===== config.mk =====
export PLATFORM = sky130hd
export DESIGN_NAME = keypad_angle_stepper_control_top
export DESIGN_NICKNAME = d
export VERILOG_FILES = /design/src/kasc_pkg.sv /design/src/keypad_angle_stepper_control_top.sv
export SDC_FILE = /design/constraint.sdc
export NUM_CORES = 1
export LEC_CHECK = 0
export ABC_AREA = 1
export BUFFER_PORTS_ARGS = -buffer_cell sky130_fd_sc_hd__buf_2
export CORE_ASPECT_RATIO = 0.5
export CORE_MARGIN = 2
export CORE_UTILIZATION = 59
export CTS_CLUSTER_DIAMETER = 150
export DETAILED_ROUTE_END_ITERATION = 12
export PLACE_DENSITY = 0.77
export SYNTH_ARGS = -nofsm -noshare
export SYNTH_HDL_FRONTEND = slang
export SYNTH_SLANG_ARGS = --single-unit

===== constraint.sdc =====
create_clock -name clk -period 4.7 [get_ports clk]
set_input_delay 0.235 -clock clk [delete_from_list [all_inputs] [get_ports clk]]
set_output_delay 0.235 -clock clk [all_outputs]
set_load 0.02 [all_outputs]

===== src/kasc_pkg.sv =====
// ----------------------------------------------------------------------------
// kasc_pkg: shared types and constants for the keypad angle stepper control
// Entry machine states, half-step coil table, ASCII key codes and the
// reciprocal used to turn an angle into a step count.
// ----------------------------------------------------------------------------
package kasc_pkg;

	localparam int KEY_W       = 8;
	localparam int ANGLE_W     = 10;
	localparam int STEP_W      = 14;
	localparam int COIL_W      = 4;
	localparam int PHASE_W     = 3;
	localparam int OUT_TDATA_W = 24;

	// entry machine: wait/release per key, then set rotation or discard
	typedef enum logic [3:0] {
		ST_K1_WAIT  = 4'd0,
		ST_K1_REL   = 4'd1,
		ST_K2_WAIT  = 4'd2,
		ST_K2_REL   = 4'd3,
		ST_K3_WAIT  = 4'd4,
		ST_K3_REL   = 4'd5,
		ST_K4_WAIT  = 4'd6,
		ST_K4_REL   = 4'd7,
		ST_SET      = 4'd8,
		ST_DISCARD  = 4'd9
	} entry_state_t;

	// item kind carried on tuser
	typedef enum logic {
		OP_KEYPAD = 1'b0,
		OP_TICK   = 1'b1
	} op_t;

	localparam logic [KEY_W-1:0] KEY_NONE  = 8'h00;
	localparam logic [KEY_W-1:0] KEY_ZERO  = 8'h30;
	localparam logic [KEY_W-1:0] KEY_NINE  = 8'h39;
	localparam logic [KEY_W-1:0] KEY_CW    = 8'h41;
	localparam logic [KEY_W-1:0] KEY_CCW   = 8'h42;

	// steps = floor(angle * 512 / 45) = (angle * STEP_RECIP) >> STEP_SHIFT
	// (reciprocal of 45 at 2^25, exact for all 10-bit angles)
	localparam int RECIP_W    = 20;
	localparam int PROD_W     = ANGLE_W + RECIP_W;
	localparam int STEP_SHIFT = 16;
	localparam logic [RECIP_W-1:0] STEP_RECIP = 20'd745655;
	localparam logic [STEP_W-1:0]  STEP_MAX   = 14'd11639;

	function automatic logic [COIL_W-1:0] half_step(input logic [PHASE_W-1:0] ph);
		logic [COIL_W-1:0] pat;
		unique case (ph)
			3'd0: pat = 4'h1;
			3'd1: pat = 4'h3;
			3'd2: pat = 4'h2;
			3'd3: pat = 4'h6;
			3'd4: pat = 4'h4;
			3'd5: pat = 4'hC;
			3'd6: pat = 4'h8;
			3'd7: pat = 4'h9;
			default: pat = 4'h1;
		endcase
		return pat;
	endfunction

endpackage


===== src/keypad_angle_stepper_control_top.sv =====
// ----------------------------------------------------------------------------
// keypad_angle_stepper_control_top: keypad angle entry and half-step sequencer
// Each input item passes the input register and then the state/result
// registers. Throughput: one item per cycle while results are taken; the
// update from input register to state/result is a single pass (one 10x20 multiply at most).
// Reset (arst_n low, asynchronous): entry machine to first digit wait, angle,
// direction, phase, step count, run flag and coil pattern cleared.
// ----------------------------------------------------------------------------
module keypad_angle_stepper_control_top (
	input  logic                                 clk,
	input  logic                                 arst_n,
	// slave side: one keypad sample or motor tick per transfer
	input  logic                                 s_axis_tvalid,
	output logic                                 s_axis_tready,
	input  logic [kasc_pkg::KEY_W-1:0]           s_axis_tdata,  // [7:0] key_code
	input  logic                                 s_axis_tuser,  // [0] operation
	// master side: one result per input item
	output logic                                 m_axis_tvalid,
	input  logic                                 m_axis_tready,
	// [3:0] coil_pattern, [4] motor_running, [18:5] steps_left,
	// [22:19] entry_phase, [23] turn_ccw
	output logic [kasc_pkg::OUT_TDATA_W-1:0]     m_axis_tdata
);
	import kasc_pkg::*;

	// ---- input register -------------------------------------------------
	logic               valid_s1;
	op_t                op_s1;
	logic [KEY_W-1:0]   key_s1;
	logic               adv;

	// ---- architectural state; it doubles as the result register, since it
	//      only changes when a new result is loaded -------------------------
	entry_state_t           state_q;
	logic [ANGLE_W-1:0]     acc_q;
	logic                   ccw_q;
	logic [PHASE_W-1:0]     phase_q;
	logic [STEP_W-1:0]      step_q;
	logic                   run_q;
	logic [COIL_W-1:0]      coil_q;
	logic                   out_valid_q;

	entry_state_t           state_d;
	logic [ANGLE_W-1:0]     acc_d;
	logic                   ccw_d;
	logic [PHASE_W-1:0]     phase_d;
	logic [STEP_W-1:0]      step_d;
	logic                   run_d;
	logic [COIL_W-1:0]      coil_d;

	logic                   is_digit;
	logic                   is_dir;
	logic [ANGLE_W-1:0]     acc_next_digit;
	logic [PROD_W-1:0]      step_prod;
	logic [STEP_W-1:0]      step_load;

	// Advance the input register into the state whenever the result slot is
	// free or being drained this cycle.
	assign adv           = valid_s1 && (!out_valid_q || m_axis_tready);
	assign s_axis_tready = !valid_s1 || adv;

	always_ff @(posedge clk or negedge arst_n) begin
		if (!arst_n) begin
			valid_s1 <= 1'b0;
		end else if (s_axis_tready) begin
			valid_s1 <= s_axis_tvalid;
		end
	end

	// payload needs no reset
	always_ff @(posedge clk) begin
		if (s_axis_tready && s_axis_tvalid) begin
			op_s1  <= op_t'(s_axis_tuser);
			key_s1 <= s_axis_tdata;
		end
	end

	// ---- key decode and angle arithmetic -------------------------------
	assign is_digit = (key_s1 >= KEY_ZERO) && (key_s1 <= KEY_NINE);
	assign is_dir   = (key_s1 == KEY_CW) || (key_s1 == KEY_CCW);
	// acc*10 + digit, wrapped to the accumulator width
	assign acc_next_digit = (acc_q << 3) + (acc_q << 1)
		+ ANGLE_W'(key_s1 - KEY_ZERO);
	// floor(acc*512/45) through the reciprocal multiply
	assign step_prod = PROD_W'(acc_q) * PROD_W'(STEP_RECIP);
	assign step_load = step_prod[STEP_SHIFT +: STEP_W];

	// ---- next state of the entry machine -------------------------------
	always_comb begin
		state_d = state_q;
		if (op_s1 == OP_KEYPAD) begin
			unique case (state_q)
				ST_K1_WAIT: begin
					if (is_digit) state_d = ST_K1_REL;
				end
				ST_K2_WAIT, ST_K3_WAIT: begin
					if (is_digit)    state_d = entry_state_t'(state_q + 4'd1);
					else if (is_dir) state_d = ST_K4_REL;
				end
				ST_K4_WAIT: begin
					if (is_digit)    state_d = ST_DISCARD;
					else if (is_dir) state_d = ST_K4_REL;
				end
				ST_K1_REL, ST_K2_REL, ST_K3_REL: begin
					if (key_s1 == KEY_NONE) state_d = entry_state_t'(state_q + 4'd1);
				end
				ST_K4_REL: begin
					if (key_s1 == KEY_NONE) state_d = ST_SET;
				end
				ST_DISCARD: begin
					if (key_s1 == KEY_NONE) state_d = ST_K1_WAIT;
				end
				ST_SET:  state_d = ST_K1_WAIT;
				default: state_d = ST_K1_WAIT;
			endcase
		end
	end

	// ---- datapath updates: angle, direction, phase, count, coils --------
	always_comb begin
		acc_d   = acc_q;
		ccw_d   = ccw_q;
		phase_d = phase_q;
		step_d  = step_q;
		run_d   = run_q;
		coil_d  = coil_q;
		if (op_s1 == OP_TICK) begin
			// advance the phase even when idle; drive coils only while running
			phase_d = ccw_q ? (phase_q - 3'd1) : (phase_q + 3'd1);
			if (run_q) begin
				coil_d = half_step(phase_q);
				if (step_q != '0) step_d = step_q - STEP_W'(1);
				else              run_d  = 1'b0;
			end
		end else begin
			unique case (state_q)
				ST_K1_WAIT, ST_K2_WAIT, ST_K3_WAIT: begin
					if (is_digit) acc_d = acc_next_digit;
					else if (state_q != ST_K1_WAIT && is_dir)
						ccw_d = (key_s1 == KEY_CCW);
				end
				ST_K4_WAIT: begin
					// a fourth digit drops the entry
					if (is_digit)    acc_d = '0;
					else if (is_dir) ccw_d = (key_s1 == KEY_CCW);
				end
				ST_SET: begin
					// reload and restart, even over a running rotation
					step_d = step_load;
					run_d  = 1'b1;
					acc_d  = '0;
				end
				default: begin
				end
			endcase
		end
	end

	always_ff @(posedge clk or negedge arst_n) begin
		if (!arst_n) begin
			state_q     <= ST_K1_WAIT;
			acc_q       <= '0;
			ccw_q       <= 1'b0;
			phase_q     <= '0;
			step_q      <= '0;
			run_q       <= 1'b0;
			coil_q      <= '0;
			out_valid_q <= 1'b0;
		end else begin
			if (adv) begin
				state_q <= state_d;
				acc_q   <= acc_d;
				ccw_q   <= ccw_d;
				phase_q <= phase_d;
				step_q  <= step_d;
				run_q   <= run_d;
				coil_q  <= coil_d;
			end
			// hold the result until its transfer; reload on advance
			if (adv)                out_valid_q <= 1'b1;
			else if (m_axis_tready) out_valid_q <= 1'b0;
		end
	end

	assign m_axis_tvalid = out_valid_q;
	assign m_axis_tdata  = {ccw_q, state_q, step_q, run_q, coil_q};

	// ---- assertions ------------------------------------------------------
	// the motor stops only on a tick that found the count at zero
	a_stop_at_zero: assert property (@(posedge clk) disable iff (!arst_n)
		$fell(run_q) |-> ($past(step_q) == '0))
		else $error("motor stopped with steps remaining");

	// step count never exceeds the largest loadable value
	a_step_range: assert property (@(posedge clk) disable iff (!arst_n)
		step_q <= STEP_MAX)
		else $error("step count out of range");

	// setting the rotation clears the angle and restarts entry
	a_set_clears: assert property (@(posedge clk) disable iff (!arst_n)
		(adv && op_s1 == OP_KEYPAD && state_q == ST_SET)
		|=> (acc_q == '0 && state_q == ST_K1_WAIT && run_q))
		else $error("set rotation did not restart entry");

	// an empty result slot never blocks the input side
	a_no_stall_when_empty: assert property (@(posedge clk) disable iff (!arst_n)
		!out_valid_q |-> s_axis_tready)
		else $error("input stalled with empty result slot");

endmodule

# == Word level (Yosys, flattened, before mapping) ==
# Memory sizes are Yosys's and may differ from the RTL's. A register that Yosys moved wholly into a read port is not among the register bits.
# Index checks and enable logic that the tools add are counted.
# word_totals
ff_bits,44
romBits,32
input_bits,13
output_inout_bits,26
word_cells,100
mem_count,1
# mem_list
memory,depth,width,rd,rd_clocked_by_memory_dff,wr,line_no,text
(no name shown),8,4,1,1,0,kasc_pkg.sv:51,unique case (ph)
# classes
addsub,7
mul,1
order_cmp,2
n_eq_ne,23
n_mux,27
bitwise_logic,1
n_reduce_logical,28
# op_table
operator,count
$mux 14,4
$mul 10x20->30 const B,1
$pmux 10 s3,1
$mux 4,7
$pmux 4 s6,1
$add 10x10->10,2
$mux 10,2
$ne 2x2->1 const B,10
$eq 4x3->1 const B,4
$eq 8x7->1 const B,2
$reduce_bool 14->1,1
$sub 14x1->14 const B,1
$mux 1,10
$sub 8x6->9 const B,1
$eq 4x2->1 const B,2
$eq 4x4->1 const B,2
$ge 8x6->1 const B,1
$le 8x6->1 const B,1
$logic_not 8->1,1
$reduce_and 7->1,1
$reduce_and 6->1,1
$reduce_bool 2->1,3
$reduce_or 3->1,2
$reduce_and 5->1,1
18 further kinds,27

# == Logic depth before layout (Yosys ltp) ==
# logic_depth
word_depth,6
depth_mapped,22
ltp_nobuf,22

# == Worst setup path after synthesis ==
# Ideal clock, no wire load.
# synth_path
kind,flip-flop to flip-flop
from,reg acc_q[7]
to,reg step_q[0]
setup_time_ns,0.122
arrival_ns,3.912
required_ns,4.578
setup_slack_ns,0.666
stages_incl_launch_ff,19
n_path_buf,0
period_less_slack_ns,4.034
path_cell_list,dfrtp_1 fa_1 inv_1 fa_1 inv_1 fa_1 fa_1 ha_1 ha_1 nand2_1 inv_1 nand2_1 nor2_1 a21boi_0 nor2_1 nand2_1 nand3_1 nand2_1 o21ai_1
# synth_between
elab_chain_len,3
# synth_lines
item,line_no,text
"start, declared",keypad_angle_stepper_control_top.sv:35,logic [ANGLE_W-1:0] acc_q;
"start signal, assigned",keypad_angle_stepper_control_top.sv:162,acc_q <= '0;
"start signal, assigned",keypad_angle_stepper_control_top.sv:172,acc_q <= acc_d;
$mul 10x20->30,keypad_angle_stepper_control_top.sv:85,assign step_prod = PROD_W'(acc_q) * PROD_W'(STEP_RECIP);
$mux 14,keypad_angle_stepper_control_top.sv:136,unique case (state_q)
$mux 14,keypad_angle_stepper_control_top.sv:127,if (op_s1 == OP_TICK) begin
"end signal, assigned",keypad_angle_stepper_control_top.sv:175,step_q <= step_d;
"end, declared",keypad_angle_stepper_control_top.sv:38,logic [STEP_W-1:0] step_q;
# No other way between the ends. The select of a mux whose other input is x is not followed.
# A chain may end at the register's enable or synchronous reset.

# == Worst setup path after layout ==
# layout_path
from,reg acc_q[9]
to,reg step_q[0]
# The elaborated chain is that of the path after synthesis.

==> results_dict.tcl <==
set metrics [dict create \
    htree_levels 2 \
    netlist_top_cells_area "ha_1 18%, fa_1 16%, dfrtp_1 14%, nand2_1 13%, inv_1 12%" \
    critical_path.max_stage_delay_ns 0.50 \
    num-nets-final 1195 \
    outcome "finished clean" \
    max_freq_ghz 0.224 \
    clk_pin_slew_ns 0.08 \
    worst_path_cell_chain "ha_2, inv_1, fa_1, fa_1, inv_1, ha_1, inv_1, fa_1, inv_1, ha_1, nand2_1, nor2_1, inv_1, nor2_1, a21boi_0, nor2_1, nand2_1, nand3_1, nand2_1, o21ai_1" \
    critical_path_rt_ns 4.89 \
    asyncSetResetFlopFracSynth_pct 81.3 \
    start_util_pct 60.5 \
    synth.cell_area_sq_um 7170 \
    worst-r2r-setup-slack_ns 0.23 \
    routedWlPerCell_um 15.0 \
    std_cell_rows 28 \
    cp.arrival_ns 4.66 \
    number_of_nets_in_the_synthesized_netlist 1157 \
    area_growth_syn_to_layout_pct 7.35 \
    dpl.hpwl_um 15100 \
    post-route-drc-count 0 \
    antenna_found_initial 0 \
    num_io_pins 39 \
    insertion_delay_of_the_later_clocked_pin_in_the_worst_skew_pair_ns 0.30 \
    ctsLongestPathBuffers 2 \
    syn_avg_cell_area_sq_um 7.26 \
    antenna_cells 0 \
    critical_path_class "flip-flop to flip-flop" \
    finalSetupViolations 0 \
    grt_start_max_net_pins 40 \
    ys_warn_count 0 \
    synthCells 987 \
    start_kind "flip-flop" \
    routabilityCongestion 0.947 \
    layout_worst_path_cycle_share_pct 95.0 \
    globalRouteTotalUtil_pct 28.4 \
    die_width_um 160 \
    num_vias 6211 \
    period_minus_slack_ns 4.47 \
    postRouteAntennaNets 0 \
    numPortBuffers 38 \
    layout_filler_cell_count 1097 \
    hold_viol 0 \
    detailed_route_vias_per_instance 5.21 \
    postSynth.topFlopCell "dfrtp_1" \
    slowest_stage_cell_cp "fa_1" \
    finalClockSkew_ns 0.00864 \
    final.setup.tns_ns 0 \
    synth_seq_area_share_pct 17.4 \
    dominant_cell_type_by_count_on_the_critical_path "inv_1" \
    ys_ff_latch 48 \
    critical_path_fanout_max 6 \
    holdCritPathClass "input pin to async pin" \
    coreArea_sq_um 11800 \
    drt_wl_total_um 17800 \
    die-height_um 81.9 \
    drt_iter0_drc 409 \
    yosysUniqueCellTypes 45 \
    grt_pass1_vias 6085 \
    synth_edf_count 9 \
    fp.dieArea_sq_um 13100 \
    post_cts.repair.setup_buffers 0 \
    synth_most_common_cell "nand2_1" \
    cts_inserted_buffers 5 \
    tritoncts_clock_tree "built" \
    grt_remaining_overflow 0 \
    timing.final.max_slew_violations 0 \
    cts_hold_buf 0 \
    area_leader_netlist "ha_1" \
    drt_pre_antenna_iters 5 \
    max_cap_viol_count 0 \
    cts_resized 0 \
    drive_gt1_share_pct 8.97 \
    post_synth_most_frequent_cells "245 x nand2_1, 234 x inv_1, 101 x ha_1" \
    endpoint_kind "flip-flop" \
    slew-limit-headroom_pct 33.9 \
    timing_worst_slew_pin_value_ns 0.991 \
    clock_tree.root_cell "clkbuf_16" \
    grt_pass1_wl_um 29400 \
    yosys.area.top_type_share_pct 17.6 \
    cts.sink_count 48 \
]
## metrics by stage
stage          area [sq um]  hold WS [ns]  setup slack (ns)  utilization [%]  instances
6_report               7690        0.0753             0.235             65.0       1191
5_1_grt                7690         0.103          -0.00105             65.0       1191
4_1_cts                7660         0.105             0.160             64.7       1191
3_5_place_dp           7510         0.414             0.182             63.4       1183
3_3_place_gp           7510         0.411             0.216             63.4       1183
2_1_floorplan          7170       -0.0606             0.666                -        987
## final cells by class
cell class / count / area (sq um) / share of cell area [%]
sequential: 48 / 1250 / 16.3
inverter: 239 / 905 / 11.8
multi-input combinational: 691 / 4970 / 64.6
tap: 165 / 206 / 2.68
clock buffer: 6 / 139 / 1.81
clock inverter: 2 / 13.8 / 0.179
timing repair buffer: 40 / 205 / 2.67
## state kept, by name (all words and copies together) (netlist names)
register	flops
step_q	14
acc_q	10
key_s1	8
coil_q	4
state_q	4
phase_q	3
ccw_q	1
m_axis_tvalid	1
op_s1	1
run_q	1
valid_s1	1
## worst paths after layout
| kind | startpoint | endpoint | cells past startpoint |
|---|---|---|---|
| min in group clk | s_axis_tdata[0] | key_s1[0]$_DFFE_PP_ | 1 |
| min reg2reg | coil_q[2]$_DFFE_PN0P_ | coil_q[2]$_DFFE_PN0P_ | 1 |
| max in group asynchronous | arst_n | acc_q[3]$_DFFE_PN0P_ | 1 |
| max | acc_q[9]$_DFFE_PN0P_ | step_q[0]$_DFFE_PN0P_ | 20 |
| max reg2reg | acc_q[9]$_DFFE_PN0P_ | step_q[0]$_DFFE_PN0P_ | 20 |
| min | arst_n | step_q[11]$_DFFE_PN0P_ | 1 |
## critical path, delay by kind of cell (launching register included)
kind | cells | cell delay, ns
buf+inv | 5 | 0.34
flops | 1 | 0.47
fa+ha+maj | 6 | 2.44
simple gates | 7 | 0.76
compound gates | 2 | 0.35
## cell usage in the layout (no fill, tap or decap), types with 4 or more instances in the layout
cell type	instances
nand2_1	245
inv_1	234
ha_1	96
nor2_1	66
nand3_1	58
fa_1	56
a21oi_1	39
buf_2	38
dfrtp_1	35
o21ai_0	22
xor2_1	13
nand4_1	9
edfxtp_1	9
o21bai_1	7
a21boi_1	7
nor2_2	6
nand2_2	6
o22ai_1	6
xnor2_1	6
nor3_1	5
clkbuf_16	5
nand3_2	4
o21ai_1	4
ha_2	4
dfrtp_2	4
## layer usage
layer	vias up	track usage, %	share of wire (%)
li1	3124	-	-
met1	2902	38.2	48
met2	156	50.3	45
met3	29	3.54	5.1
met4	0	6.31	1.9
met5	-	0	0
## kinds of logic after synthesis
| logic type | share of synthesized area [%] |
|---|---|
| buf+inv | 13.6 |
| flops | 17.4 |
| compound gates | 9.04 |
| xor+xnor | 2.32 |
| simple gates | 24.4 |
| fa+ha+maj | 33.3 |
Power is left out: the tool's default activity adds up to more than one toggle a clock period on the data nets, which glitch-free logic cannot reach.
